$ cat config.mk
export PLATFORM = sky130hd
export DESIGN_NAME = energy_zcr_voice_activity_detector_unit
export DESIGN_NICKNAME = d
export VERILOG_FILES = /design/src/hdl/ezvad_pkg.sv /design/src/hdl/ezvad_front.sv /design/src/hdl/ezvad_fifo.sv /design/src/hdl/ezvad_back.sv /design/src/hdl/energy_zcr_voice_activity_detector_unit.sv
export SDC_FILE = /design/constraint.sdc
export NUM_CORES = 2
export LEC_CHECK = 0
export BUFFER_PORTS_ARGS = -buffer_cell sky130_fd_sc_hd__clkbuf_2
export CORE_MARGIN = 1.5
export CORE_UTILIZATION = 65
export DETAILED_ROUTE_END_ITERATION = 8
export PLACE_DENSITY = 0.9
export SLEW_MARGIN = 20
export SYNTH_ARGS = -nofsm -noshare
export SYNTH_HDL_FRONTEND = slang
export SYNTH_HIERARCHICAL = 1
export SYNTH_SLANG_ARGS = --single-unit
$ cat constraint.sdc
create_clock -name clk -period 20.4 [get_ports clk]
set_clock_uncertainty 0.15 [all_clocks]
set_input_delay 6.12 -clock clk [delete_from_list [all_inputs] [get_ports clk]]
set_output_delay 6.12 -clock clk [all_outputs]
set_load 0.02 [all_outputs]
$ cat src/hdl/ezvad_pkg.sv
// Shared constants, types and register codes for the energy / zero-crossing
// voice activity detector.
// No dependencies; compile first.
package ezvad_pkg;

    localparam int ACCUMULATORS = 4;
    localparam int MAX_FRAME    = 1024;
    localparam int SAMPLE_BITS  = 16;

    localparam int LEN_W      = 11;
    localparam int CNT_W      = 10;
    localparam int SQ_W       = 31;
    localparam int SUM_W      = 41;
    localparam int THR_W      = 31;
    localparam int ZCR_W      = 17;
    localparam int SENS_W     = 9;
    localparam int MODE_W     = 2;
    localparam int HANG_W     = 8;
    localparam int SCALE_W    = 10;
    localparam int CFG_IDX_W  = 3;
    localparam int CFG_DATA_W = 31;

    // Square of the sample magnitude, rescaled to Q1.30
    localparam int SQ_FULL_W = 2 * (SAMPLE_BITS + 1);
    localparam int SQ_RSH    = (SAMPLE_BITS > 16) ? 2 * (SAMPLE_BITS - 16) : 0;
    localparam int SQ_LSH    = (SAMPLE_BITS < 16) ? 2 * (16 - SAMPLE_BITS) : 0;

    // Threshold scaling
    localparam int SENS_FULL = 256;
    localparam int SCALE_ONE = 512;
    localparam int E_SHIFT   = 9;
    localparam int Z_SHIFT   = 25;
    localparam int PE_W      = THR_W + SCALE_W;
    localparam int PZ_W      = ZCR_W + SCALE_W;
    localparam int ERHS_W    = PE_W + LEN_W;
    localparam int ZRHS_W    = PZ_W + LEN_W;

    localparam int QUEUE_DEPTH = 4;
    localparam int QPTR_W      = $clog2(QUEUE_DEPTH);
    localparam int QCNT_W      = $clog2(QUEUE_DEPTH + 1);

    localparam logic [CNT_W-1:0] CNT_MAX = '1;

    typedef enum logic [CFG_IDX_W-1:0] {
        REG_FRAME_LENGTH     = 3'd0,
        REG_FRAME_SHIFT      = 3'd1,
        REG_ENERGY_THRESHOLD = 3'd2,
        REG_ZCR_THRESHOLD    = 3'd3,
        REG_SENSITIVITY      = 3'd4,
        REG_COMBINE_MODE     = 3'd5,
        REG_HANGOVER_FRAMES  = 3'd6
    } cfg_reg_t;

    typedef enum logic [MODE_W-1:0] {
        MODE_ENERGY = 2'd0,
        MODE_EITHER = 2'd1,
        MODE_ZCR    = 2'd2
    } mode_t;

    typedef struct packed {
        logic [LEN_W-1:0] frame_length;
        logic [LEN_W-1:0] frame_shift;
    } front_cfg_t;

    typedef struct packed {
        logic [THR_W-1:0]  energy_threshold;
        logic [ZCR_W-1:0]  zcr_threshold;
        logic [SENS_W-1:0] sensitivity;
        mode_t             combine_mode;
        logic [HANG_W-1:0] hangover_frames;
    } back_cfg_t;

    // One completed frame as handed from the lanes to the decision pipeline
    typedef struct packed {
        logic [SUM_W-1:0] sum;
        logic [CNT_W-1:0] crossings;
        logic [LEN_W-1:0] samples;
    } frame_rec_t;

    typedef struct packed {
        logic full;
        logic valid;
    } fifo_status_t;

endpackage

$ cat src/hdl/ezvad_front.sv
// Front end: frame scheduler and accumulator lanes, one sample per cycle while the frame queue has room.
// Depends on ezvad_pkg.
module ezvad_front (
    input  logic                                   clk,
    input  logic                                   rst_n,
    input  ezvad_pkg::front_cfg_t                  cfg,
    input  logic                                   in_valid,
    output logic                                   in_ready,
    input  logic signed [ezvad_pkg::SAMPLE_BITS-1:0] sample,
    input  ezvad_pkg::fifo_status_t                q_status,
    output logic                                   push,
    output ezvad_pkg::frame_rec_t                  rec
);
    import ezvad_pkg::*;

    logic [ACCUMULATORS-1:0] busy_reg;
    logic [ACCUMULATORS-1:0] busy_next;
    logic [SUM_W-1:0]        sum_reg        [ACCUMULATORS];
    logic [SUM_W-1:0]        sum_next       [ACCUMULATORS];
    logic [CNT_W-1:0]        cross_reg      [ACCUMULATORS];
    logic [CNT_W-1:0]        cross_next     [ACCUMULATORS];
    logic [LEN_W-1:0]        count_reg      [ACCUMULATORS];
    logic [LEN_W-1:0]        count_next     [ACCUMULATORS];
    logic [ACCUMULATORS-1:0] start_lane;
    logic [ACCUMULATORS-1:0] lane_on;
    logic [ACCUMULATORS-1:0] retire;

    logic [LEN_W-1:0] shift_cnt_reg;
    logic [LEN_W-1:0] shift_cnt_next;
    logic             prev_sign_reg;

    logic [LEN_W-1:0] eff_len;
    logic [LEN_W-1:0] eff_shift;
    logic [LEN_W-1:0] min_shift;
    logic [LEN_W-1:0] sc_now;
    logic [LEN_W-1:0] sc_inc;
    logic             accept;
    logic             neg;

    logic signed [SAMPLE_BITS:0] sample_x;
    logic [SAMPLE_BITS:0]        mag;
    logic [SQ_FULL_W-1:0]        sq_full;
    logic [SQ_W-1:0]             sq;

    assign in_ready = !q_status.full;
    assign accept   = in_valid && in_ready;
    assign neg      = sample[SAMPLE_BITS-1];

    // Effective frame length and shift after clamping
    always_comb
    begin
        eff_len = cfg.frame_length;
        if (eff_len < LEN_W'(2))
            eff_len = LEN_W'(2);
        if (eff_len > LEN_W'(MAX_FRAME))
            eff_len = LEN_W'(MAX_FRAME);
        min_shift = LEN_W'((eff_len + LEN_W'(ACCUMULATORS - 1)) / ACCUMULATORS);
        eff_shift = cfg.frame_shift;
        if (eff_shift < LEN_W'(1))
            eff_shift = LEN_W'(1);
        if (eff_shift > LEN_W'(MAX_FRAME))
            eff_shift = LEN_W'(MAX_FRAME);
        if (eff_shift < min_shift)
            eff_shift = min_shift;
    end

    // Squared magnitude
    assign sample_x = {sample[SAMPLE_BITS-1], sample};
    assign mag      = neg ? $unsigned(-sample_x) : $unsigned(sample_x);
    assign sq_full  = SQ_FULL_W'(mag) * SQ_FULL_W'(mag);
    assign sq       = SQ_W'((64'(sq_full) >> SQ_RSH) << SQ_LSH);

    // Frame start scheduling
    assign sc_now         = (shift_cnt_reg >= eff_shift) ? '0 : shift_cnt_reg;
    assign sc_inc         = sc_now + LEN_W'(1);
    assign shift_cnt_next = (sc_inc >= eff_shift) ? '0 : sc_inc;

    always_comb
    begin
        logic found;
        found = 1'b0;
        for (int i = 0; i < ACCUMULATORS; i++)
        begin
            start_lane[i] = (sc_now == '0) && !busy_reg[i] && !found;
            if (!busy_reg[i])
                found = 1'b1;
        end
    end

    // Per-lane accumulate and retire
    always_comb
    begin
        logic [SUM_W-1:0] base_sum;
        logic [CNT_W-1:0] base_cross;
        logic [LEN_W-1:0] base_count;
        for (int i = 0; i < ACCUMULATORS; i++)
        begin
            lane_on[i] = busy_reg[i] || start_lane[i];
            base_sum   = start_lane[i] ? '0 : sum_reg[i];
            base_cross = start_lane[i] ? '0 : cross_reg[i];
            base_count = start_lane[i] ? '0 : count_reg[i];
            sum_next[i]   = base_sum + SUM_W'(sq);
            cross_next[i] = base_cross;
            if (base_count != '0 && neg != prev_sign_reg && base_cross != CNT_MAX)
                cross_next[i] = base_cross + CNT_W'(1);
            count_next[i] = base_count + LEN_W'(1);
            retire[i]     = lane_on[i] && (count_next[i] >= eff_len);
            busy_next[i]  = lane_on[i] && !retire[i];
        end
    end

    // Only the lowest retiring lane is reported
    always_comb
    begin
        logic found;
        found = 1'b0;
        rec   = '0;
        for (int i = 0; i < ACCUMULATORS; i++)
        begin
            if (retire[i] && !found)
            begin
                rec.sum       = sum_next[i];
                rec.crossings = cross_next[i];
                rec.samples   = count_next[i];
                found         = 1'b1;
            end
        end
    end

    assign push = accept && (retire != '0);

    always_ff @(posedge clk or negedge rst_n)
    begin
        if (!rst_n)
        begin
            busy_reg      <= '0;
            shift_cnt_reg <= '0;
            prev_sign_reg <= 1'b0;
        end
        else if (accept)
        begin
            busy_reg      <= busy_next;
            shift_cnt_reg <= shift_cnt_next;
            prev_sign_reg <= neg;
        end
    end

    always_ff @(posedge clk)
    begin
        for (int i = 0; i < ACCUMULATORS; i++)
        begin
            if (accept && lane_on[i])
            begin
                sum_reg[i]   <= sum_next[i];
                cross_reg[i] <= cross_next[i];
                count_reg[i] <= count_next[i];
            end
        end
    end

endmodule

$ cat src/hdl/ezvad_fifo.sv
// Small frame-record queue between the lanes and the decision pipeline.
// Depends on ezvad_pkg.
module ezvad_fifo (
    input  logic                    clk,
    input  logic                    rst_n,
    input  logic                    push,
    input  ezvad_pkg::frame_rec_t   push_rec,
    input  logic                    pop,
    output ezvad_pkg::fifo_status_t status,
    output ezvad_pkg::frame_rec_t   head_rec
);
    import ezvad_pkg::*;

    frame_rec_t        entry_reg [QUEUE_DEPTH];
    logic [QPTR_W-1:0] wr_ptr_reg;
    logic [QPTR_W-1:0] rd_ptr_reg;
    logic [QCNT_W-1:0] count_reg;
    logic [QCNT_W-1:0] count_next;
    logic              do_push;
    logic              do_pop;

    assign status.full  = (count_reg == QCNT_W'(QUEUE_DEPTH));
    assign status.valid = (count_reg != '0);
    assign head_rec     = entry_reg[rd_ptr_reg];

    assign do_push = push && !status.full;
    assign do_pop  = pop && status.valid;

    always_comb
    begin
        count_next = count_reg;
        if (do_push && !do_pop)
            count_next = count_reg + QCNT_W'(1);
        else if (do_pop && !do_push)
            count_next = count_reg - QCNT_W'(1);
    end

    always_ff @(posedge clk or negedge rst_n)
    begin
        if (!rst_n)
        begin
            wr_ptr_reg <= '0;
            rd_ptr_reg <= '0;
            count_reg  <= '0;
        end
        else
        begin
            count_reg <= count_next;
            if (do_push)
                wr_ptr_reg <= wr_ptr_reg + QPTR_W'(1);
            if (do_pop)
                rd_ptr_reg <= rd_ptr_reg + QPTR_W'(1);
        end
    end

    always_ff @(posedge clk)
    begin
        if (do_push)
            entry_reg[wr_ptr_reg] <= push_rec;
    end

endmodule

$ cat src/hdl/ezvad_back.sv
// Back end: threshold products, frame tests, mode combine and hangover,
// ending in the output register. Depends on ezvad_pkg.
module ezvad_back (
    input  logic                          clk,
    input  logic                          rst_n,
    input  ezvad_pkg::back_cfg_t          cfg,
    input  ezvad_pkg::fifo_status_t       q_status,
    input  ezvad_pkg::frame_rec_t         q_rec,
    output logic                          q_pop,
    output logic                          out_valid,
    input  logic                          out_ready,
    output logic                          voice_active,
    output logic                          energy_over,
    output logic                          crossing_under,
    output logic                          held_by_hangover,
    output logic [ezvad_pkg::CNT_W-1:0]   crossing_count
);
    import ezvad_pkg::*;

    logic               adv;
    logic [SENS_W-1:0]  sens_eff;
    logic [SCALE_W-1:0] e_scale;
    logic [SCALE_W-1:0] z_scale;

    // stage 1: config products
    logic               s1_valid_reg;
    logic [PE_W-1:0]    s1_pe_reg;
    logic [PZ_W-1:0]    s1_pz_reg;
    frame_rec_t         s1_rec_reg;

    // stage 2: right-hand sides scaled by frame size
    logic               s2_valid_reg;
    logic [ERHS_W-1:0]  s2_erhs_reg;
    logic [ZRHS_W-1:0]  s2_zrhs_reg;
    logic [SUM_W-1:0]   s2_sum_reg;
    logic [CNT_W-1:0]   s2_cross_reg;
    logic [LEN_W-1:0]   s1_nm1;

    // stage 3: decision
    logic               e_over;
    logic               z_under;
    logic               act_raw;
    logic               act;
    logic               held;
    logic [HANG_W-1:0]  hang_reg;
    logic [HANG_W-1:0]  hang_next;

    logic               out_valid_reg;
    logic               voice_active_reg;
    logic               energy_over_reg;
    logic               crossing_under_reg;
    logic               held_reg;
    logic [CNT_W-1:0]   crossing_count_reg;

    assign adv   = !out_valid_reg || out_ready;
    assign q_pop = q_status.valid && adv;

    assign sens_eff = (cfg.sensitivity > SENS_W'(SENS_FULL)) ? SENS_W'(SENS_FULL)
                                                             : cfg.sensitivity;
    assign e_scale  = SCALE_W'(SCALE_ONE) - SCALE_W'(sens_eff);
    assign z_scale  = SCALE_W'(SCALE_ONE) + SCALE_W'(sens_eff);
    assign s1_nm1   = s1_rec_reg.samples - LEN_W'(1);

    assign e_over  = (ERHS_W'(s2_sum_reg) << E_SHIFT) > s2_erhs_reg;
    assign z_under = (ZRHS_W'(s2_cross_reg) << Z_SHIFT) < s2_zrhs_reg;

    always_comb
    begin
        unique case (cfg.combine_mode)
            MODE_ENERGY: act_raw = e_over;
            MODE_ZCR:    act_raw = z_under;
            MODE_EITHER: act_raw = e_over || z_under;
            default:     act_raw = e_over || z_under;
        endcase
    end

    always_comb
    begin
        act       = act_raw;
        held      = 1'b0;
        hang_next = hang_reg;
        if (act_raw)
            hang_next = cfg.hangover_frames;
        else if (hang_reg != '0)
        begin
            hang_next = hang_reg - HANG_W'(1);
            act       = 1'b1;
            held      = 1'b1;
        end
    end

    always_ff @(posedge clk or negedge rst_n)
    begin
        if (!rst_n)
        begin
            s1_valid_reg  <= 1'b0;
            s2_valid_reg  <= 1'b0;
            out_valid_reg <= 1'b0;
            hang_reg      <= '0;
        end
        else if (adv)
        begin
            s1_valid_reg  <= q_status.valid;
            s2_valid_reg  <= s1_valid_reg;
            out_valid_reg <= s2_valid_reg;
            if (s2_valid_reg)
                hang_reg <= hang_next;
        end
    end

    always_ff @(posedge clk)
    begin
        if (adv)
        begin
            s1_pe_reg          <= PE_W'(cfg.energy_threshold) * PE_W'(e_scale);
            s1_pz_reg          <= PZ_W'(cfg.zcr_threshold) * PZ_W'(z_scale);
            s1_rec_reg         <= q_rec;
            s2_erhs_reg        <= ERHS_W'(s1_pe_reg) * ERHS_W'(s1_rec_reg.samples);
            s2_zrhs_reg        <= ZRHS_W'(s1_pz_reg) * ZRHS_W'(s1_nm1);
            s2_sum_reg         <= s1_rec_reg.sum;
            s2_cross_reg       <= s1_rec_reg.crossings;
            voice_active_reg   <= act;
            energy_over_reg    <= e_over;
            crossing_under_reg <= z_under;
            held_reg           <= held;
            crossing_count_reg <= s2_cross_reg;
        end
    end

    assign out_valid        = out_valid_reg;
    assign voice_active     = voice_active_reg;
    assign energy_over      = energy_over_reg;
    assign crossing_under   = crossing_under_reg;
    assign held_by_hangover = held_reg;
    assign crossing_count   = crossing_count_reg;

endmodule

$ cat src/hdl/energy_zcr_voice_activity_detector_unit.sv
// Top level of the energy / zero-crossing voice activity detector.
// Depends on ezvad_pkg, ezvad_front, ezvad_fifo and ezvad_back.
//
//   Channel  Direction  Handshake              Payload
//   -------  ---------  ---------------------  ---------------------------------
//   cfg      in         cfg_valid / cfg_ready  cfg_index, cfg_data
//   in       in         in_valid / in_ready    sample (signed Q1.15)
//   out      out        out_valid / out_ready  voice_active, energy_over,
//                                              crossing_under, held_by_hangover,
//                                              crossing_count
//
// Rate: one sample transfer per cycle while in_ready is high, set by the lane update in the front end.
// After the transfer of its last sample, a frame result goes through the queue
// read, product stage, scaling stage and decision into the output reg.
// Reset is asynchronous, active low; config registers return to defaults.
// in_ready drops only while the four-entry frame queue is full; a stalled
// output freezes the back-end pipeline while the lanes keep running.
module energy_zcr_voice_activity_detector_unit (
    input  logic                                   clk,
    input  logic                                   rst_n,
    input  logic                                   cfg_valid,
    output logic                                   cfg_ready,
    input  logic [ezvad_pkg::CFG_IDX_W-1:0]        cfg_index,
    input  logic [ezvad_pkg::CFG_DATA_W-1:0]       cfg_data,
    input  logic                                   in_valid,
    output logic                                   in_ready,
    input  logic signed [ezvad_pkg::SAMPLE_BITS-1:0] sample,
    output logic                                   out_valid,
    input  logic                                   out_ready,
    output logic                                   voice_active,
    output logic                                   energy_over,
    output logic                                   crossing_under,
    output logic                                   held_by_hangover,
    output logic [ezvad_pkg::CNT_W-1:0]            crossing_count
);
    import ezvad_pkg::*;

    // Configuration register file
    logic [LEN_W-1:0]  frame_length_reg;
    logic [LEN_W-1:0]  frame_shift_reg;
    logic [THR_W-1:0]  energy_threshold_reg;
    logic [ZCR_W-1:0]  zcr_threshold_reg;
    logic [SENS_W-1:0] sensitivity_reg;
    mode_t             combine_mode_reg;
    logic [HANG_W-1:0] hangover_frames_reg;

    front_cfg_t   front_cfg;
    back_cfg_t    back_cfg;
    fifo_status_t q_status;
    frame_rec_t   push_rec;
    frame_rec_t   head_rec;
    logic         push;
    logic         pop;
    logic         cfg_write;

    // Config writes are always taken; software must write only while idle, which the block does not enforce.
    assign cfg_ready = 1'b1;
    assign cfg_write = cfg_valid && cfg_ready;

    always_ff @(posedge clk or negedge rst_n)
    begin
        if (!rst_n)
        begin
            frame_length_reg     <= LEN_W'(320);
            frame_shift_reg      <= LEN_W'(160);
            energy_threshold_reg <= THR_W'(53687091);
            zcr_threshold_reg    <= ZCR_W'(13107);
            sensitivity_reg      <= SENS_W'(128);
            combine_mode_reg     <= MODE_EITHER;
            hangover_frames_reg  <= HANG_W'(3);
        end
        else if (cfg_write)
        begin
            unique case (cfg_reg_t'(cfg_index))
                REG_FRAME_LENGTH:     frame_length_reg     <= cfg_data[LEN_W-1:0];
                REG_FRAME_SHIFT:      frame_shift_reg      <= cfg_data[LEN_W-1:0];
                REG_ENERGY_THRESHOLD: energy_threshold_reg <= cfg_data[THR_W-1:0];
                REG_ZCR_THRESHOLD:    zcr_threshold_reg    <= cfg_data[ZCR_W-1:0];
                REG_SENSITIVITY:      sensitivity_reg      <= cfg_data[SENS_W-1:0];
                REG_COMBINE_MODE:     combine_mode_reg     <= mode_t'(cfg_data[MODE_W-1:0]);
                REG_HANGOVER_FRAMES:  hangover_frames_reg  <= cfg_data[HANG_W-1:0];
                default:              ;  // unmapped index: write dropped
            endcase
        end
    end

    assign front_cfg.frame_length = frame_length_reg;
    assign front_cfg.frame_shift  = frame_shift_reg;

    assign back_cfg.energy_threshold = energy_threshold_reg;
    assign back_cfg.zcr_threshold    = zcr_threshold_reg;
    assign back_cfg.sensitivity      = sensitivity_reg;
    assign back_cfg.combine_mode     = combine_mode_reg;
    assign back_cfg.hangover_frames  = hangover_frames_reg;

    // Front end: frame scheduling and per-lane energy / crossing accumulation.
    // Emits one record per completed frame.
    ezvad_front u_front (
        .clk      (clk),
        .rst_n    (rst_n),
        .cfg      (front_cfg),
        .in_valid (in_valid),
        .in_ready (in_ready),
        .sample   (sample),
        .q_status (q_status),
        .push     (push),
        .rec      (push_rec)
    );

    // Decouples the lanes from the decision pipeline so each side stalls alone.
    ezvad_fifo u_fifo (
        .clk      (clk),
        .rst_n    (rst_n),
        .push     (push),
        .push_rec (push_rec),
        .pop      (pop),
        .status   (q_status),
        .head_rec (head_rec)
    );

    // Back end: scaled threshold tests, mode combine, hangover, output register.
    ezvad_back u_back (
        .clk              (clk),
        .rst_n            (rst_n),
        .cfg              (back_cfg),
        .q_status         (q_status),
        .q_rec            (head_rec),
        .q_pop            (pop),
        .out_valid        (out_valid),
        .out_ready        (out_ready),
        .voice_active     (voice_active),
        .energy_over      (energy_over),
        .crossing_under   (crossing_under),
        .held_by_hangover (held_by_hangover),
        .crossing_count   (crossing_count)
    );

endmodule

# Word-level counts from Yosys, hierarchy flattened
# Memory sizes are Yosys's and may differ from the RTL's. A register that Yosys moved wholly into a read port is not among the register bits.
# Cells that the tools add are included.
# totals
reg_bits,346
latchBits,0
ramBits,496
rom_bits,0
input_bits,55
output_inout_bits,17
word_cells,218
memories,4
# mem_list
name,words,word_bits,read_ports,rd_clocked_by_memory_dff,wr,line,rtl
u_fifo.entry_reg,4,62,1,1,1,ezvad_fifo.sv:14,frame_rec_t entry_reg [QUEUE_DEPTH];
u_front.sum_reg,4,41,4,0,4,ezvad_front.sv:18,logic [SUM_W-1:0] sum_reg [ACCUMULATORS];
u_front.count_reg,4,11,4,0,4,ezvad_front.sv:22,logic [LEN_W-1:0] count_reg [ACCUMULATORS];
u_front.cross_reg,4,10,4,0,4,ezvad_front.sv:20,logic [CNT_W-1:0] cross_reg [ACCUMULATORS];
# classes
n_addsub,23
n_mul,5
n_div,0
magnitude_cmp,14
n_eq_ne,13
shift,0
n_mux,51
n_bitwise,0
reduce_logical,80
# op_table
cell,count
two-way mux 62 bit,4
adder 41 x 31 -> 41 bit,4
two-way mux 41 bit,4
two-way mux 11 bit,11
two-way mux 10 bit,8
greater-or-equal comparator 11 bit,6
"adder 11 x 1 -> 11 bit, second input constant",5
greater-than comparator 50 x 52 -> 1 bit,1
multiplier 41 x 11 -> 52 bit,1
nonzero test 11 bit,4
multiplier 31 x 10 -> 41 bit,1
"adder 10 x 1 -> 10 bit, second input constant",4
"inequality test 10 bit, second input constant",4
less-than comparator 35 x 38 -> 1 bit,1
multiplier 27 x 11 -> 38 bit,1
logical AND 1 bit,37
multiplier 17 x 17 -> 31 bit,1
multiplier 17 x 10 -> 27 bit,1
"greater-than comparator 11 bit, second input constant",2
zero test 1 bit,17
two-way mux 1 bit,17
two-way mux 17 bit,1
negation 16 -> 17 bit,1
two-way mux 8 bit,2
other kinds (30),48

# Depth between registers and ports, before layout
# logic_depth
word_depth,25
ltp_mapped,58
ltp_nobuf,52

# Modules after synthesis
# The synthesis kept the hierarchy.
# by_module_without_submodules
module,instances,cells_per_inst,area_per_inst_um2
ezvad_back,1,4953,48400.2
ezvad_front,1,3286,29786.1
ezvad_fifo,1,359,9440.3
energy_zcr_voice_activity_detector_unit,1,194,3679.8

# Worst setup path before layout
# Ideal clock, no wire load.
# synth_timing
path_kind,in2reg
startpoint,input out_ready
endpoint,register u_back.hang_reg[2]
arrival_time_ns,16.518
slack_ns,3.667
stages,6
path_cell_list,nand2b_1 > clkbuf_1 > nand2_1 > nor3_1 > and2_1 > a211o_1
# synth_between
elab_chain_cells,2
# synth_lines
element,line,rtl
"start, declared",energy_zcr_voice_activity_detector_unit.sv:29,"input logic out_ready,"
logical OR 1 bit,ezvad_back.sv:55,assign adv = !out_valid_reg || out_ready;
AND reduction 3 bit (no source line),--,
"end signal, assigned",ezvad_back.sv:107,hang_reg <= hang_next;
"end, declared",ezvad_back.sv:45,logic [HANG_W-1:0] hang_reg;
# Every way passes these cells.
# A chain may end at the register's enable or synchronous reset.

==> key figures <==
Synth
  – Warnings, synthesis: 6
  – Mean Syn Cell Area: 10.4 um^2
  – Yosys reg bits: 904
  – Synth Instances: 8792
  – Post-synth EDFFs: 781
  – Sequential fraction of the synthesis area: 29.1%
  – Yosys cell types: 112
  – Count leader, synth: inv_1
  – Top cell type by total area after synthesis: edfxtp_1
  – Top cells by area, synth: edfxtp_1 26%, fa_1 24%, ha_1 9.1%, inv_1 5.1%, and2_1 4.4%
  – Yosys top cell area share: 25.7%
  – Most common library cells after synthesis: 1234 x inv_1, 1115 x fa_1, 1047 x nand2_1
  – Post-synth top flop: edfxtp_1
  – Ys async rst share: 13.6%
  – Syn Std Cell Area: approximately 0.091 mm^2

Routing
  – Drt wl/cell: 23.0 um
  – Vias/cell: 6.36
  – DR vias: a little under 70000
  – Starting DRT DRC Count: 8068
  – # DRC: 0
  – Post-Route WL: 245000 um
  – TritonRoute pass-1 iters: 8
  – Antenna Nets Post-Route: 0

Timing
  – Endpoints failing setup: 0
  – Final worst path period share: roughly 86%
  – RSZ-0062 raised after global routing: no
  – Count of pins over their slew limit: 0
  – Hold Vio Cnt, Final: 0
  – Least-Margin Pin Slew: 1.28 ns
  – Setup TNS: 0 ns
  – Post-route minimum period: 17.64 ns
  – Rel. slew slack: 14.1%
  – Max Freq: 56.7 MHz

Layout
  – Finished Layout Cells: approximately 11000
  – Final core utilization: 69.2%
  – Layout cell share with drive strength beyond 1: 6.69%
  – Max reg flops: 248
  – Total Nets Final: between 10000 and 15000
  – Fillers: 9490
  – Layout overhead on the synthesized area: 5.69%

Clocking
  – Clock Path Buffers: 3
  – Skew-Pair Late Insertion Delay: 0.73 ns
  – Clk sinks: 904
  – H-tree levels: 3
  – Post-CTS sizing: 0
  – Post-CTS setup buffer count: 0
  – CTS Buf Count: 92
  – Reg clk slew, reported paths: 0.07 ns
  – Hold-fix buffers at CTS: 0
  – Root buffer cell: clkbuf_16
  – CTS tree: done

Place
  – Hpwl dp: 179000 um
  – DP Cell Count: 10500
  – Number of port buffers: 70
  – Gpl congestion: 0.994

Global routing
  – Vias in the first global route: ~71000
  – Gr ovfl total: 0
  – First-pass GRT wire length: just under 400000 um
  – Pin count of the biggest net entering global routing: 79
  – Initial antenna violation count: 7
  – Total GRT Usage: 35.1%

Floorplanning
  – Die ar.: 0.143 mm^2
  – FP Rows: 137
  – Initial Utilization: 65.4%
  – DIE WIDTH: 378 um
  – Core region area: roughly 0.14 mm^2
  – I/O pin total: 72
  – Die Ht: between 300 and 400 um

Job
  – Max cap viols: 0

Worst setup path
  – Worst setup endpoint: u_fifo/entry_reg[3][61]$_DFFE_PP_
  – CP endpoint kind: flip-flop
  – CP max stage cell: xnor2_1
  – Worst path top cell family by delay: adder cells
  – Arr. time, crit path: about 18 ns
  – CP Launch Point: sample[0]
  – Reg2reg start: frame_length_reg[9]$_DFFE_PN0P_
  – WS Path Type: input pin to flip-flop
  – WP buf/inv: 7
  – Path depth of the worst reg2reg path: 47
  – Critical path fanouts, max: 19
  – Worst R2R Setup Slack: 7.85 ns
  – Largest stage delay, worst path: 0.82 ns
  – WP data required: 20.67 ns
  – CP Depth: 39
  – RR Endpoint: u_fifo/entry_reg[0][22]$_DFFE_PP_
  – Category of the worst setup path launch point: input pin

Outcome
  – Outcome: completed

Hold path
  – Worst min-delay path category: flip-flop to flip-flop
  – Cells on Worst Hold Path: 0
how the worst min path moves through the flow:
stage	from	end	slack, ns
after CTS	u_back/s1_rec_reg[30]$_DFFE_PN_	u_back/s2_sum_reg[9]$_DFFE_PN_	0.26
after global placement	u_back/s1_rec_reg[42]$_DFFE_PN_	u_back/s2_sum_reg[21]$_DFFE_PN_	0.25
after global routing	u_back/s1_rec_reg[55]$_DFFE_PN_	u_back/s2_sum_reg[34]$_DFFE_PN_	0.27
final	u_back/s1_rec_reg[55]$_DFFE_PN_	u_back/s2_sum_reg[34]$_DFFE_PN_	0.26
after detailed placement	u_back/s1_rec_reg[12]$_DFFE_PN_	u_back/s2_cross_reg[1]$_DFFE_PN_	0.25
after floorplan	u_back/s1_rec_reg[11]$_DFFE_PN_	u_back/s2_cross_reg[0]$_DFFE_PN_	0.25
metal layers:
layer	global-route usage, %	vias up	wire length (um)
met1	44.8	33400	89300
met2	56.0	4473	114000
met3	8.56	1078	27500
li1	-	28800	-
met4	18.2	6	14800
met5	0	-	38
through the flow:
stage,cell area [um^2],worst slack [ns],hold slack (ns)
5_1_grt,96500,2.12,0.272
3_3_place_gp,93300,2.68,0.250
2_1_floorplan,91400,3.67,0.250
4_1_cts,96500,3.03,0.264
6_report,96500,2.76,0.264
3_5_place_dp,93300,2.29,0.255
cell type report:
cell class                 count  area (um^2)  share of cell area [%]
clock inverter                54          588                   0.609
inverter                    1241         4660                    4.83
clock buffer                 118         2540                    2.63
tap                         1876         2350                    2.43
multi-input combinational   6301        58800                    60.9
antenna                        7         17.5                  0.0182
timing repair buffer         152          972                    1.01
sequential                   904        26600                    27.5
cell usage in the layout, fill, tap and decap left out, types with 30 or more instances in the layout:
cell	count
nand2b_1	70
and2_1	639
o21ai_0	187
ha_1	666
nand3_1	127
a21oi_1	333
nor3_1	65
fa_1	1115
conb_1	36
nor4_1	33
buf_4	82
clkbuf_16	92
nand4_1	78
dfstp_2	30
and3_1	65
xnor2_1	245
nor2b_1	83
mux2_2	47
dfrtp_1	91
xor2_1	180
nor2_1	381
mux4_2	58
o21bai_1	48
a31oi_1	38
edfxtp_1	781
a21o_1	178
inv_1	1234
a211oi_1	31
clkbuf_2	69
nand2_1	1047
mux2_4	50
o21a_1	49
logic make-up (layout without fill, tap and decap cells):
kind of cell	count (synthesis)	count (layout)	synth area share [%]
multiplexers	161	161	2.97
flip-flops	904	904	29.1
AO/OA/AOI/OAI	1185	1185	8.71
buffers and inverters	1620	1565	6.90
XOR/XNOR	441	441	4.23
AND/OR/NAND/NOR	2697	2697	14.5
adder cells (fa/ha/maj)	1781	1781	33.6
other	3	43	0.0123
Power is left out: the tool's default activity adds up to more than one toggle a clock period on the data nets, which glitch-free logic cannot reach.
